<file path="config.mk">
export PLATFORM = sky130hd
export DESIGN_NAME = rv64ws_front
export DESIGN_NICKNAME = d
export VERILOG_FILES = /design/src/rv64ws_pkg.sv /design/src/rv64ws_front.sv
export SDC_FILE = /design/constraint.sdc
export NUM_CORES = 1
export LEC_CHECK = 0
export BUFFER_PORTS_ARGS = -buffer_cell sky130_fd_sc_hd__buf_2
export CORE_UTILIZATION = 55
export CTS_BUF_LIST = sky130_fd_sc_hd__clkbuf_16
export CTS_CLUSTER_SIZE = 16
export DETAILED_ROUTE_END_ITERATION = 8
export GPL_ROUTABILITY_DRIVEN = 0
export PLACE_DENSITY = 0.85
export SYNTH_ARGS = -nofsm -noshare
export SYNTH_HDL_FRONTEND = slang
export SYNTH_SLANG_ARGS = --single-unit
</file>
<file path="constraint.sdc">
create_clock -name clk -period 13.8 [get_ports clk]
set_input_delay 0.69 -clock clk [delete_from_list [all_inputs] [get_ports clk]]
set_output_delay 0.69 -clock clk [all_outputs]
set_load 0.02 [all_outputs]
</file>
<file path="src/rv64ws_pkg.sv">
// Package with operation codes, request codes and shared types for the RV64 execute block.
`default_nettype none
package rv64ws_pkg;

  localparam int unsigned REG_COUNT_DEFAULT = 32;
  localparam int unsigned QUEUE_DEPTH = 2;
  localparam logic [4:0] WORD_SHIFT_MASK = 5'h1F;
  localparam logic [5:0] DWORD_SHIFT_MASK = 6'h3F;

  typedef enum logic [4:0] {
    OP_LWU    = 5'd0,
    OP_LD     = 5'd1,
    OP_SD     = 5'd2,
    OP_ADDIW  = 5'd3,
    OP_SLLIW  = 5'd4,
    OP_SRLIW  = 5'd5,
    OP_SRAIW  = 5'd6,
    OP_ADDW   = 5'd7,
    OP_SUBW   = 5'd8,
    OP_SLLW   = 5'd9,
    OP_SRLW   = 5'd10,
    OP_SRAW   = 5'd11,
    OP_SLLI   = 5'd12,
    OP_SRLI   = 5'd13,
    OP_SRAI   = 5'd14,
    OP_SLL    = 5'd15,
    OP_SRL    = 5'd16,
    OP_SRA    = 5'd17,
    OP_LDRET  = 5'd18
  } op_t;

  localparam logic [1:0] REQ_NONE  = 2'd0;
  localparam logic [1:0] REQ_READ  = 2'd1;
  localparam logic [1:0] REQ_WRITE = 2'd2;

  // Classes that the front end assigns.
  typedef enum logic [2:0] {
    CLS_NONE  = 3'd0,
    CLS_LOAD  = 3'd1,
    CLS_STORE = 3'd2,
    CLS_ALU   = 3'd3,
    CLS_RET   = 3'd4
  } cls_t;

  typedef enum logic [2:0] {
    SH_LEFT  = 3'd0,
    SH_RIGHT = 3'd1,
    SH_ARITH = 3'd2,
    SH_ADD   = 3'd3,
    SH_SUB   = 3'd4
  } alu_fn_t;

  // Decoded request that travels through the queue.
  typedef struct packed {
    cls_t        cls;
    alu_fn_t     fn;
    logic        word;      // 32-bit result, sign-extended
    logic        use_imm;   // second operand is the shift amount or immediate
    logic        dword;     // load width
    logic [4:0]  rd;
    logic [4:0]  rs1;
    logic [4:0]  rs2;
    logic [63:0] imm;       // sign-extended I/S immediate or shift amount
    logic [63:0] data;
  } dec_t;

endpackage : rv64ws_pkg
`default_nettype wire

</file>
<file path="src/rv64ws_front.sv">
// Front end: accepts requests, decodes them into classes and operand selects and queues them.
`default_nettype none
module rv64ws_front
  import rv64ws_pkg::*;
(
  input  wire logic        clk,
  input  wire logic        rst_n,
  input  wire logic        in_valid,
  output logic             in_ready,
  input  wire logic [4:0]  in_operation,
  input  wire logic [31:0] in_instruction_word,
  input  wire logic [63:0] in_returned_data,
  output logic             q_valid,
  input  wire logic        q_ready,
  output dec_t             q_data
);

  localparam int unsigned PW = $clog2(QUEUE_DEPTH);

  dec_t             dec;
  dec_t             mem_r [QUEUE_DEPTH];
  logic [PW-1:0]    wp_r, wp_nxt, rp_r, rp_nxt;
  logic [PW:0]      cnt_r, cnt_nxt;
  logic             push, pop;
  logic [31:0]      iw;
  logic [63:0]      imm_i, imm_s;

  assign iw = in_instruction_word;
  assign imm_i = {{52{iw[31]}}, iw[31:20]};
  assign imm_s = {{52{iw[31]}}, iw[31:25], iw[11:7]};

  always_comb begin
    dec = '0;
    dec.rd = iw[11:7];
    dec.rs1 = iw[19:15];
    dec.rs2 = iw[24:20];
    dec.data = in_returned_data;
    dec.cls = CLS_ALU;
    case (in_operation)
      OP_LWU, OP_LD: begin
        dec.cls = CLS_LOAD; dec.imm = imm_i; dec.dword = (in_operation == OP_LD);
      end
      OP_SD:    begin dec.cls = CLS_STORE; dec.imm = imm_s; end
      OP_ADDIW: begin dec.fn = SH_ADD; dec.word = 1'b1; dec.use_imm = 1'b1; dec.imm = imm_i; end
      OP_SLLIW, OP_SRLIW, OP_SRAIW: begin
        dec.word = 1'b1; dec.use_imm = 1'b1;
        dec.imm = {59'd0, iw[24:20] & WORD_SHIFT_MASK};
        dec.fn = (in_operation == OP_SLLIW) ? SH_LEFT :
                 (in_operation == OP_SRLIW) ? SH_RIGHT : SH_ARITH;
      end
      OP_ADDW:  begin dec.fn = SH_ADD; dec.word = 1'b1; end
      OP_SUBW:  begin dec.fn = SH_SUB; dec.word = 1'b1; end
      OP_SLLW:  begin dec.fn = SH_LEFT; dec.word = 1'b1; end
      OP_SRLW:  begin dec.fn = SH_RIGHT; dec.word = 1'b1; end
      OP_SRAW:  begin dec.fn = SH_ARITH; dec.word = 1'b1; end
      OP_SLLI, OP_SRLI, OP_SRAI: begin
        dec.use_imm = 1'b1;
        dec.imm = {58'd0, iw[25:20] & DWORD_SHIFT_MASK};
        dec.fn = (in_operation == OP_SLLI) ? SH_LEFT :
                 (in_operation == OP_SRLI) ? SH_RIGHT : SH_ARITH;
      end
      OP_SLL:   dec.fn = SH_LEFT;
      OP_SRL:   dec.fn = SH_RIGHT;
      OP_SRA:   dec.fn = SH_ARITH;
      OP_LDRET: dec.cls = CLS_RET;
      default:  dec.cls = CLS_NONE;
    endcase
  end

  assign in_ready = (cnt_r != (PW+1)'(QUEUE_DEPTH)) || q_ready;
  assign q_valid = (cnt_r != '0);
  assign q_data = mem_r[rp_r];
  assign push = in_valid && in_ready;
  assign pop = q_valid && q_ready;

  always_comb begin
    wp_nxt = push ? PW'(wp_r + 1'b1) : wp_r;
    rp_nxt = pop ? PW'(rp_r + 1'b1) : rp_r;
    cnt_nxt = PW'(0) + cnt_r + (PW+1)'(push) - (PW+1)'(pop);
  end

  always_ff @(posedge clk) begin
    if (!rst_n) begin
      wp_r <= '0;
      rp_r <= '0;
      cnt_r <= '0;
    end else begin
      wp_r <= wp_nxt;
      rp_r <= rp_nxt;
      cnt_r <= cnt_nxt;
    end
  end

  always_ff @(posedge clk) begin
    if (push) begin
      mem_r[wp_r] <= dec;
    end
  end

  a_cnt_range: assert property (@(posedge clk) disable iff (!rst_n)
    cnt_r <= (PW+1)'(QUEUE_DEPTH)) else $error("queue count overflow");
  a_no_empty_pop: assert property (@(posedge clk) disable iff (!rst_n)
    (cnt_r == '0) |-> !pop) else $error("pop from empty queue");
  a_cnt_track: assert property (@(posedge clk) disable iff (!rst_n)
    (push && !pop) |=> (cnt_r == $past(cnt_r) + 1'b1)) else $error("count not advanced");

endmodule : rv64ws_front
`default_nettype wire

</file>
* After elaboration in Yosys (flattened, before gate mapping)
Memories as Yosys holds them, arrays and structs flattened. A register that Yosys moved wholly into a read port is not among the register bits.
Cells that the tools add are included.
** Storage, ports and cells
- Bits in registers :: 4
- Latch bits :: 0
- Memory bits (writable) :: 304
- ROM bits :: 0
- Output and inout port bits :: 154
- Memories kept :: 1
** Memories
- mem_r :: words 2, bits a word 152, read ports 1, clocked after Yosys merged registers in 1, write ports 1, RTL line rv64ws_front.sv:21 : dec_t mem_r [QUEUE_DEPTH];
** Operators by class
- $add $sub $neg :: 4
- Multipliers :: 0
- Divide/modulo/power cells :: 0
- Magnitude comparators :: 0
- Eq/ne operators :: 19
- Shift operators :: 0
- Mux-type cells :: 14
- Bitwise operators :: 0
- Reductions and logical operators :: 15
** Operator list (count)
- one-hot mux 64 bit (4 select lines) :: 1
- == test 5 x 4 -> 1 bit, second input constant :: 8
- == test 5 x 3 -> 1 bit, second input constant :: 4
- one-hot mux 3 bit (6 select lines) :: 1
- == test 5 bit, second input constant :: 3
- OR reduction 15 bit :: 1
- one-hot mux 3 bit (4 select lines) :: 1
- == test 5 x 2 -> 1 bit, second input constant :: 2
- OR reduction 3 bit :: 3
- OR reduction 9 bit :: 1
- two-way mux 2 bit :: 4
- OR reduction 2 bit :: 4
- two-way mux 1 bit :: 7
- OR reduction 7 bit :: 1
- == test 5 x 1 -> 1 bit, second input constant :: 1
- zero test 5 bit :: 1
- adder 1 bit, second input constant :: 2
- adder 2 x 1 -> 2 bit :: 1
- logical AND 1 bit :: 2
- inequality test 2 bit, second input constant :: 1
- nonzero test 2 bit :: 1
- subtractor 2 x 1 -> 2 bit :: 1
- logical OR 1 bit :: 1

* Depth between registers and ports, before layout
- Depth after elaboration :: 5
- Gate-level depth with buffers :: 8
- Depth with buffers taken out :: 8

* Worst setup path before layout
Ideal clock, no wire load.
- Kind :: input to register
- Start :: in q_ready
- End :: mem mem_r[0][0] (netlist bit), enable pin
- Library setup time :: 0.560 ns
- Data arrival time :: 5.232 ns
- Path slack :: 8.008 ns
- Stages :: 3
- Path through :: or3b_1 nand2_1 nor2_1
** On the way
- Word-level cells in the longest chain between the ends :: 4
** RTL lines
- start, declared :: RTL line rv64ws_front.sv:14 : input wire logic q_ready,
- logical OR 1 bit :: RTL line rv64ws_front.sv:70 : assign in_ready = (cnt_r != (PW+1)'(QUEUE_DEPTH)) || q_ready;
- logical AND 1 bit :: RTL line rv64ws_front.sv:73 : assign push = in_valid && in_ready;
- two-way mux 1 bit :: RTL line rv64ws_front.sv:95 : if (push) begin
- two-way mux 1 bit (implied by the code) :: RTL line rv64ws_front.sv:96 : mem_r[wp_r] <= dec;
- end, declared :: RTL line rv64ws_front.sv:21
Every way passes these cells.

==> run_results.csv <==
group,metric,value,unit
clocking,cts_buffers,21,
die,row_count,44,
clocking,clk_path_buf_depth,3,
synthesis,ys_seq_elements,205,
clocking,cts_max_level,1,
clocking,ctsRootBufferMaster,"clkbuf_16",
grt,grt_antenna_before_repair,0,
run_status,status,"finished clean",
hold_path,min_path_type,"in -> reg",
clocking,clkTransAtPathRegs,0.06,ns
worst_setup_path,worst-setup-path-type,"reg -> out",
drt,drc,0,
grt,grt_pass1_wl,21.2,mm
grt,grt_usage,0.186,
pwr,ir_worst_vdd,0.120,mV
die,core_area,14500,sq um
worst_setup_path,crit_arrival,2.55,ns
drt,first_pass_iters,5,
die,initial_core_util,0.563,
cells_and_area,syn2layout_area_growth,20.3,%
cells_and_area,design_area,9800,sq um
synthesis,async_flop_share,0,
drt,routed_wl,14.7,mm
pwr,seqPwrFrac,0.442,
synthesis,synth_top_area_share,0.737,
synthesis,synth_commonest_cells,"edfxtp_1 (200), mux2_2 (100), buf_4 (52), buf_2 (13), and2_1 (8)",
sta,max_freq,309,MHz
synthesis,synth_area,8150,sq um
worst_setup_path,cp_slowest_cell,"dfxtp_4",
grt,grt_pass1_vias,4178,
cells_and_area,post-route-util,0.677,
synthesis,yosysMostFrequentCell,"edfxtp_1",
sta,hold_violations,0,
cells_and_area,drive_gt1_frac,0.580,
pwr,p_per_area,183,nW/um^2
synthesis,ys.flop_type,"edfxtp_1",
worst_setup_path,start_kind,"flip-flop",
pwr,switching_share,0.307,
placement,dp_cells,805,
pwr,p_int,1.24,mW
worst_setup_path,worstPathRequired,13.11,ns
synthesis,syn_area_per_cell,18.6,sq um
drt,viasPerCell,5.20,
grt,grt_max_degree,59,
placement,port-buffer-count,248,
sta,fin_setup_tns,0,ns
worst_setup_path,path_max_fanout,54,
synthesis,synthCells,437,
worst_setup_path,worst_path_largest_cell_delay,0.79,ns
synthesis,synth_nets,544,
clocking,postCtsSetupRepairBufs,0,
cells_and_area,diodes,0,
clocking,ctsHoldBuffers,0,
drt,wl_per_cell,17.4,microns
clocking,worstSkewPairLatency,0.48,ns
die,die_height,124,microns
worst_setup_path,cp_cell_sequence,"buf_4 > mux2_2 > buf_2",
pwr,clock_power_share,0.282,
cells_and_area,stdcell_count,843,
clocking,cts_sinks,205,
synthesis,synth_top_area_cell,"edfxtp_1",
pwr,p_comb_frac,0.276,
synthesis,synth-seq-area-share,0.750,
sta,finalCriticalPeriod,3.24,ns
grt,overflow,0,
sta,slew_headroom,0.472,
die,io_pins,259,
drt,vias,4386,
drt,drt-initial-drc-count,238,
die,die_w,124,microns
worst_setup_path,cp_top_family,"flip-flops",
drt,drtAntennaViolNets,0,
sta,fin_crit_sh,0.235,
cells_and_area,final_nets,751,
sta,rsz0062_at_grt,"no",
clocking,cts_tree,"built",
clocking,cts_resized,0,
sta,slew_violations,0,
synthesis,synth-edff-count,200,
worst_setup_path,worst-path-buf-inv,2,
worst_setup_path,end_kind,"output port",
sta,setup_viol,0,
placement,dpl.hpwl,9.76,mm
sta,skew,0.00618,ns
synthesis,synth_area_leaders,"edfxtp_1 (74%), mux2_2 (14%), buf_4 (4.8%)",
run,drv_cap,0,
die,die-area,15300,sq um
synthesis,synth.yosys.warnings,0,
synthesis,synth_cell_types,32,
pwr,leakagePower,3.84,nW
placement,post_dp_cell_area,9180,sq um
sta,tightest_slew,0.792,ns
pwr,power.switching,0.550,mW
-- metrics by stage --
step | power (mW) | worst slack, ns | hold slack, ns
5_1_grt | 1.88 | 10.39 | 0.370
4_1_cts | 1.81 | 10.51 | 0.370
2_1_floorplan | 1.20 | 8.01 | 0.455
3_5_place_dp | 1.30 | 10.98 | 0.531
6_report | 1.79 | 10.56 | 0.393
3_3_place_gp | 1.29 | 11.05 | 0.505
-- per-layer routing --
layer  global-route usage  part of all wire  vias to the layer above
met5                    0                 0                        -
met4               0.0474             0.014                        0
met3               0.0728              0.11                       25
met2                0.335              0.51                      210
met1                0.203              0.37                     2122
li1                     -                 -                     2029
-- power by group through the flow --
stage | clock (mW) | combinational [mW] | sequential (mW)
2_1_floorplan | 0 | 0.415 | 0.788
3_3_place_gp | 0 | 0.493 | 0.802
3_5_place_dp | 0 | 0.497 | 0.807
4_1_cts | 0.518 | 0.502 | 0.794
5_1_grt | 0.538 | 0.538 | 0.801
6_report | 0.505 | 0.495 | 0.793
-- final cells by class --
class	instances	area [sq um]
sequential	205	6110
fill	966	4680
multi-input combinational	162	1560
timing repair buffer	252	1270
clock buffer	21	526
tap	184	230
clock inverter	17	96.3
inverter	2	7.51
-- registers in the layout (all words and copies together), names as in the netlist, named ones only --
signal and count:
cnt_r 2, wp_r 1, mem_r 200, rp_r 1
-- kinds of logic (layout without fill, tap and decap cells) --
| kind of cell | Yosys count | count (layout) | share of synthesized area |
|---|---|---|---|
| flops | 205 | 205 | 0.750 |
| fa+ha+maj | 2 | 2 | 0.00307 |
| buf+inv | 70 | 292 | 0.0602 |
| mux | 101 | 101 | 0.139 |
| compound gates | 14 | 14 | 0.0146 |
| simple gates | 40 | 40 | 0.0267 |
| xor+xnor | 5 | 5 | 0.00630 |
-- path summary, 6_finish.rpt --
check / start / end / slack, ns / cells past startpoint
setup / recovery: flip-flop / q_data[148] / 10.56 / 3
hold / removal: in_returned_data[35] / mem_r[1][35]$_DFFE_PP_ / 0.39 / 1
setup reg to reg: cnt_r[1]$_SDFF_PN0_ / mem_r[0][47]$_DFFE_PP_ / 11.39 / 5
hold reg to reg: rp_r$_SDFFE_PN0P_ / flip-flop / 0.54 / 2
-- cell usage in the layout, fill, tap and decap left out, drive strengths merged --
master     n
edfxtp   200
nand2      6
a211oi     1
xnor2      5
a21oi      2
a21boi     2
o21a       1
nor2       5
and3b      1
o21bai     1
a31oi      1
or3b       1
nor3       3
bufinv     1
or2        1
and2       8
dfxtp      5
a22o       5
nor3b      1
nor2b      4
clkinv     5
and3       3
mux2     100
buf      252
ha         2
mux2i      1
nand3      6
inv       13
clkbuf    21
o2111ai    1
nand2b     1
(Power assumes the default switching activity.)
